==> src/gbfs_pkg.sv <==
`default_nettype none
package gbfs_pkg;

  localparam logic [1:0] CMD_WRITE = 2'd0;
  localparam logic [1:0] CMD_DIST  = 2'd1;
  localparam logic [1:0] CMD_MOVE  = 2'd2;

  localparam logic [1:0] DIR_UP    = 2'd0;
  localparam logic [1:0] DIR_RIGHT = 2'd1;
  localparam logic [1:0] DIR_DOWN  = 2'd2;
  localparam logic [1:0] DIR_LEFT  = 2'd3;

  localparam logic RES_DIST = 1'b0;
  localparam logic RES_MOVE = 1'b1;

  localparam int COORD_W = 5;
  localparam int PATH_W  = 11;
  localparam int RANGE_W = 3;
  localparam int KIND_W  = 4;
  localparam int MASK_W  = 16;

  localparam logic [PATH_W-1:0] NOT_REACHED = 11'd99;
  localparam int MAX_RESULTS = 60;

  // Commands from the controller to the datapath.
  typedef struct packed {
    logic accept;
    logic clr_all;
    logic clr_vis;
    logic push_start;
    logic pop_rd;
    logic pop_take;
    logic k_clear;
    logic k_inc;
    logic nb_eval;
    logic out_dist_hit;
    logic out_dist_miss;
    logic out_empty;
    logic list_init;
    logic list_rd;
    logic list_take;
  } gbfs_cmd_t;

  // Status from the datapath to the controller.
  typedef struct packed {
    logic clr_done;
    logic q_empty;
    logic is_move;
    logic in_is_query;
    logic pop_hit;
    logic pop_stop;
    logic nb_on;
    logic k_last;
    logic list_none;
    logic out_last;
  } gbfs_stat_t;

endpackage
`default_nettype wire

==> src/gbfs_ctrl.sv <==
`default_nettype none
module gbfs_ctrl import gbfs_pkg::*; (
  input  wire logic       clk,
  input  wire logic       rst_n,
  input  wire logic       in_valid,
  output logic            in_ready,
  output logic            out_valid,
  input  wire logic       out_ready,
  input  wire gbfs_stat_t stat,
  output gbfs_cmd_t       cmd
);

  localparam logic [3:0] S_RCLR  = 4'd0;
  localparam logic [3:0] S_IDLE  = 4'd1;
  localparam logic [3:0] S_VCLR  = 4'd2;
  localparam logic [3:0] S_START = 4'd3;
  localparam logic [3:0] S_POP   = 4'd4;
  localparam logic [3:0] S_POPW  = 4'd5;
  localparam logic [3:0] S_NBR   = 4'd6;
  localparam logic [3:0] S_NBE   = 4'd7;
  localparam logic [3:0] S_LIST  = 4'd8;
  localparam logic [3:0] S_LISTW = 4'd9;
  localparam logic [3:0] S_OUT   = 4'd10;

  logic [3:0] state_r, state_nxt;

  assign in_ready  = (state_r == S_IDLE);
  assign out_valid = (state_r == S_OUT);

  always_comb begin
    state_nxt = state_r;
    cmd       = '0;
    unique case (state_r)
      S_RCLR: begin
        cmd.clr_all = 1'b1;
        if (stat.clr_done) state_nxt = S_IDLE;
      end
      S_IDLE: begin
        if (in_valid) begin
          cmd.accept = 1'b1;
          if (stat.in_is_query) state_nxt = S_VCLR;
        end
      end
      S_VCLR: begin
        cmd.clr_vis = 1'b1;
        if (stat.clr_done) state_nxt = S_START;
      end
      S_START: begin
        cmd.push_start = 1'b1;
        state_nxt      = S_POP;
      end
      S_POP: begin
        if (stat.q_empty) begin
          if (stat.is_move) begin
            cmd.list_init = 1'b1;
            state_nxt     = S_LIST;
          end else begin
            cmd.out_dist_miss = 1'b1;
            state_nxt         = S_OUT;
          end
        end else begin
          cmd.pop_rd = 1'b1;
          state_nxt  = S_POPW;
        end
      end
      S_POPW: begin
        cmd.pop_take = 1'b1;
        if (!stat.is_move && stat.pop_hit) begin
          cmd.out_dist_hit = 1'b1;
          state_nxt        = S_OUT;
        end else if (stat.is_move && stat.pop_stop) begin
          state_nxt = S_POP;
        end else begin
          cmd.k_clear = 1'b1;
          state_nxt   = S_NBR;
        end
      end
      S_NBR: begin
        if (stat.nb_on) begin
          state_nxt = S_NBE;
        end else if (stat.k_last) begin
          state_nxt = S_POP;
        end else begin
          cmd.k_inc = 1'b1;
        end
      end
      S_NBE: begin
        cmd.nb_eval = 1'b1;
        if (stat.k_last) begin
          state_nxt = S_POP;
        end else begin
          cmd.k_inc = 1'b1;
          state_nxt = S_NBR;
        end
      end
      S_LIST: begin
        if (stat.list_none) begin
          cmd.out_empty = 1'b1;
          state_nxt     = S_OUT;
        end else begin
          cmd.list_rd = 1'b1;
          state_nxt   = S_LISTW;
        end
      end
      S_LISTW: begin
        cmd.list_take = 1'b1;
        state_nxt     = S_OUT;
      end
      S_OUT: begin
        if (out_ready) state_nxt = stat.out_last ? S_IDLE : S_LIST;
      end
      default: state_nxt = S_IDLE;
    endcase
  end

  always_ff @(posedge clk) begin
    if (!rst_n) begin
      state_r <= S_RCLR;
    end else begin
      state_r <= state_nxt;
    end
  end

endmodule
`default_nettype wire

==> config.mk <==
export PLATFORM = sky130hd
export DESIGN_NAME = gbfs_ctrl
export DESIGN_NICKNAME = d
export VERILOG_FILES = /design/src/gbfs_pkg.sv /design/src/gbfs_ctrl.sv
export SDC_FILE = /design/constraint.sdc
export NUM_CORES = 1
export LEC_CHECK = 0
export BUFFER_PORTS_ARGS = -buffer_cell sky130_fd_sc_hd__clkbuf_2
export CORE_MARGIN = 2
export CORE_UTILIZATION = 38
export CTS_CLUSTER_DIAMETER = 30
export DETAILED_ROUTE_END_ITERATION = 16
export GPL_TIMING_DRIVEN = 0
export PLACE_DENSITY = 0.78
export SLEW_MARGIN = 20
export SYNTH_ARGS = -nofsm -noshare
export SYNTH_HDL_FRONTEND = slang
export SYNTH_SLANG_ARGS = --single-unit
export TNS_END_PERCENT = 5
==> constraint.sdc <==
create_clock -name clk -period 1.2 [get_ports clk]
set_input_delay 0.12 -clock clk [delete_from_list [all_inputs] [get_ports clk]]
set_output_delay 0.12 -clock clk [all_outputs]
set_load 0.01 [all_outputs]
==> flow_summary.yaml, run 1 <==
setup_path:
  crit_type: "reg2reg"
  slowest_stage: "or3_1"
  worstPathMaxFanout: 5
  cp-end-kind: "register"
  critPathRequiredTime_ns: 1.31
  start_kind: "register"
  worstPathArrival_ns: 1.56
  slowest_delay_ns: 0.38
  cp_cell_sequence: "nand4bb_1, or3_1, and4_4, a32o_1"
  ff2ff_path_depth: 4
clock_network:
  clkLatencyLatePin_ns: 0.23
  numClockSinks: 4
  ctsRootBufferMaster: "clkbuf_4"
  cts_buffers: 3
  clockBufferDepth: 2
  tritoncts: "done"
  hold_buffers: 0
  path_clk_slew_ns: 0.03
  htree_num_levels: 1
timing:
  rsz0062_at_grt: "yes"
  clock.fmax_mhz: 694
  worstMarginPinSlew_ns: 0.456
  layout_setup_ws_ns: -0.241
  finalSetupViolCount: 19
  finalHoldViolCount: 0
  fin_crit_ns: 1.44
  whs_ns: 0.166
  skew_ns: 0.000391
  slew_headroom: 0.695
  fin_crit_sh: 1.20
  slew_viol_final: 0
  tns_ns: -2.61
placement:
  gp_congestion: 0.914
  port_buffers: 30
  dp_hpwl_um: 1230
  post_dp_cell_area_um2: 721
  pre_cts_ws_ns: -0.240
  dp_cells: 126
hold_path:
  hold_depth: 3
  hp-class: "in2reg"
floorplanning:
  io_pins: 31
  fp.dieH_um: 41.9
  die_w_um: 41.9
  start_util: 0.414
  core_area_um2: 1320
  dieArea_um2: 1750
  rows: 13
synthesis:
  syn-instance-count: 81
  ys_ff_latch: 4
  yosysWarnings: 0
  syn_nets: 95
  synth.avg_cell_area_um2: 6.73
  synth_top_area_share: 0.147
  ys_seq_area_frac: 0.147
  yosys_most_used_dff: "dfxtp_1"
  synth_edf_count: 0
  async_flop_share: 0
  yosysTopAreaCell: "dfxtp_1"
  synth_cell_types: 33
  ys_top_cells_by_area: "dfxtp_1 (15%), nor2_1 (6.2%), buf_2 (5.5%)"
  netlist_area_um2: 546
route:
  via_count: 763
  drtIter0Drc: 26
  drt_wl_total_um: 1800
  post_drt_via_cell_ratio: 5.74
  antenna_left: 0
  drc: 0
  drtPass1Iterations: 4
  wl_per_cell_um: 13.5
layout:
  postLayoutCellArea_um2: 920
  diodes: 0
  mostFrequentLayoutCell: "clkbuf_2"
  final_cell_mix: "clkbuf_2 (20), buf_2 (10), nor2_1 (7), buf_6 (6), nand2_1 (6)"
  final_nets: 134
  largest_reg_flops: 4
  final_util: 0.698
  drive_above_1_share: 0.551
  reg_top3: "state_r (4)"
  regMostFlops: "state_r"
  syn2layout_area_growth_pct: 68.6
  stdcell_count: 133
global_routing:
  antenna_found_initial: 0
  first_global_vias: 707
  gr-total-overflow: 0
  grt_start_max_net_pins: 11
  grt_usage: 0.213
  grt_pass1_wl_um: 2990
status:
  violations: "setup timing"
  outcome: "complete, but fails checks"
pwr:
  power_density_nw_per_um2: 508
  p_total_mw: 0.467
  power_leakage_nw: 0.424
  ir_drop_v: 0.000502
run:
  cap_violations: 0
where the power goes:
group	switching [mW]	internal, mW
sequential	0.00197	0.139
clock	0.0475	0.111
combinational	0.0927	0.0753
cells in the mapped netlist, types with 3 or more instances:
cell      number
a21oi_1        5
and3_1         4
buf_2          6
dfxtp_1        4
inv_1          3
nand2_1        7
nand2b_1       4
nand3_1        3
nor2_1         9
nor2b_1        4
nor3_1         4
o21ai_0        3
worst max-delay path, delay by kind of cell (launching register included):
kind,cells,cell delay (ns)
compound gates,1,0.21
flops,1,0.33
simple gates,3,0.79
metal layers:
| metal | GRT usage | routed length, um | up-vias |
|---|---|---|---|
| met1 | 0.257 | 701 | 358 |
| met5 | 0 | 0 | - |
| li1 | - | - | 375 |
| met2 | 0.366 | 977 | 26 |
| met3 | 0.00870 | 79 | 4 |
| met4 | 0.129 | 41 | 0 |
repair_timing:
action | 4_1_cts | 5_1_grt
endpoints found under the setup margin | 20 | 21
buffers inserted | 4 | 0
pin swaps | 8 | 1
gates resized for setup | 33 | 14
layout make-up:
| cell class | count | area [um^2] |
|---|---|---|
| buffer | 7 | 78.8 |
| tap | 15 | 18.8 |
| fill | 108 | 398 |
| timing repair buffer | 34 | 184 |
| multi-input combinational | 67 | 519 |
| clock buffer | 3 | 22.5 |
| sequential | 4 | 85.1 |
| inverter | 3 | 11.3 |
kinds of logic after synthesis:
logic type,Yosys count,synth area share
and+or+nand+nor,46,0.491
DFF,4,0.147
AOI/OAI and AO/OA,20,0.255
buffers and inverters,10,0.0895
muxes,1,0.0183
path summary, 6_finish.rpt:
check | start | slack, ns | to
setup / recovery | state_r[3] | -0.24 | state_r[1]
hold / removal | rst_n | 0.17 | state_r[2]
setup reg to reg | state_r[3] | -0.24 | state_r[1]
hold reg to reg | state_r[3] | 0.62 | state_r[2]
(Power assumes the default switching activity.)
==> inputs of run 2 (changes only) <==
--- a/config.mk
+++ b/config.mk
@@ -16,4 +16,4 @@
 export SYNTH_ARGS = -nofsm -noshare
 export SYNTH_HDL_FRONTEND = slang
 export SYNTH_SLANG_ARGS = --single-unit
-export TNS_END_PERCENT = 5
+export TNS_END_PERCENT = 20
==> run 2 against run 1 <==
Via count grew 9.6%. The run still ends with setup timing left. Final cell count grew 8.3%. Worst hold slack gained 0.0095 ns. Largest power group unchanged. Largest cell class unchanged. Global-route usage grew 4.0 points. Worst setup slack lost 0.064 ns. Critical path type unchanged.
==> flow_summary.yaml, run 2 (same netlist as run 1, synthesis figures left out) <==
status:
  outcome: "complete, but fails checks"
  violations: "setup timing"
setup_path:
  r2r-end: "state_r[1]"
  crit_type: "reg2reg"
  cp-end-kind: "register"
  ff2ff_path_depth: 4
  critPathRequiredTime_ns: 1.31
  worstPathMaxFanout: 5
  r2r_slack_ns: -0.30
  worstPathArrival_ns: 1.62
  r2r-start: "state_r[3]"
  start_kind: "register"
layout:
  largest_reg_flops: 4
  ff_latch_area_um2: 87.6
  reg_top3: "state_r (4)"
  multiInputGateArea_um2: 572
  regMostFlops: "state_r"
  fill_cells: 84
  mostFrequentLayoutCell: "clkbuf_2"
  postLayoutCellArea_um2: 1090
  diodes: 0
  final_util: 0.831
  syn2layout_area_growth_pct: 101
  final_cell_mix: "clkbuf_2 (17), buf_2 (14), buf_4 (11)"
  final_nets: 145
  drive_above_1_share: 0.667
floorplanning:
  rows: 13
  core_area_um2: 1320
  dieArea_um2: 1750
  die_w_um: 41.9
  io_pins: 31
  start_util: 0.414
  fp.dieH_um: 41.9
pwr:
  power_density_nw_per_um2: 449
  ir_drop_v: 0.000572
  power_leakage_nw: 0.505
  p_total_mw: 0.492
route:
  route.met2.wl_um: 1210
  antenna_left: 0
  drtPass1Iterations: 4
  drtIter0Drc: 26
  wl_met3_um: 134
  drt_wl_total_um: 2360
  wl_per_cell_um: 16.4
  via_count: 836
  post_drt_via_cell_ratio: 5.81
  drc: 0
  wl_met1_um: 923
  maxUsedRoutingLayer: "met4"
timing:
  worstMarginPinSlew_ns: 0.382
  fin_crit_ns: 1.50
  slew_headroom: 0.744
  rsz0062_at_grt: "yes"
  slew_viol_final: 0
  layout_setup_ws_ns: -0.304
  clock.fmax_mhz: 665
  finalHoldViolCount: 0
  fin_crit_sh: 1.25
  finalSetupViolCount: 20
  skew_ns: 0.000592
clock_network:
  clkLatencyLatePin_ns: 0.23
  htree_num_levels: 1
  path_clk_slew_ns: 0.03
  clockBufferDepth: 2
  numClockSinks: 4
  tritoncts: "done"
  ctsRootBufferMaster: "clkbuf_4"
  cts_buffers: 3
global_routing:
  grt_usage: 0.253
  antenna_found_initial: 0
  first_global_vias: 766
  gr-total-overflow: 0
  grt_start_max_net_pins: 11
  grt_pass1_wl_um: 3510
placement:
  dp_hpwl_um: 1230
  gp_congestion: 0.914
  port_buffers: 30
  post_dp_cell_area_um2: 721
  pre_cts_ws_ns: -0.240
hold_path:
  hp-class: "in2reg"
  hold_path_end: "state_r[2]"
  hold_depth: 3
  hp-start: "rst_n"
run:
  cap_violations: 0
-- run 2: routing by layer --
metal / vias to the layer above / GRT usage
met5: - / 0
met1: 389 / 0.317
met2: 43 / 0.425
met3: 12 / 0.0174
li1: 392 / -
met4: 0 / 0.135
-- run 2: how the worst max path moves through the flow --
| stage | slack, ns | end | cells after the start | from |
|---|---|---|---|---|
| 6_report | -0.30 | state_r[1] | 4 | state_r[3] |
| 5_1_grt | -0.33 | cmd[4] | 5 | state_r[0] |
| 4_1_cts | -0.24 | cmd[8] | 4 | state_r[1] |
| 3_5_place_dp | -0.24 | cmd[8] | 5 | state_r[0] |
| 3_3_place_gp | -0.26 | state_r[1] | 6 | state_r[2] |
| 2_1_floorplan | -0.12 | state_r[1] | 4 | state_r[3] |
-- run 2: report_power, final --
part           switching (mW)  internal [mW]  total (mW)
Clock                  0.0487          0.111       0.160
Sequential            0.00210          0.136       0.138
Combinational           0.107         0.0861       0.193
-- run 2: through the flow --
| step | hold WS (ns) | instances | TNS (ns) |
|---|---|---|---|
| 6_report | 0.175 | 144 | -3.31 |
| 5_1_grt | 0.190 | 144 | -4.29 |
| 4_1_cts | 0.148 | 138 | -2.82 |
| 3_3_place_gp | 0.402 | 126 | -1.06 |
| 2_1_floorplan | 0.245 | 81 | -0.238 |
| 3_5_place_dp | 0.403 | 126 | -1.26 |
-- run 2: critical path: stages (launching register included) --
cell and delay (ns):
dfxtp_4 0.36, nand4bb_1 0.22, or3_4 0.43, and4_4 0.19, a32o_1 0.19
-- run 2: what timing repair did --
| item | in CTS | in global routing |
|---|---|---|
| gates cloned | 1 | 1 |
| setup buffers | 8 | 5 |
| setup endpoints to repair | 20 | 21 |
| pin swaps | 6 | 10 |
| hold buffers | 0 | 0 |
| resized for setup | 39 | 28 |
-- run 2: final cells by class --
| type | count | share of cell area |
|---|---|---|
| sequential | 4 | 0.0800 |
| tap | 15 | 0.0171 |
| buffer | 7 | 0.0754 |
| multi-input combinational | 67 | 0.522 |
| inverter | 3 | 0.0103 |
| timing repair buffer | 45 | 0.274 |
| clock buffer | 3 | 0.0206 |
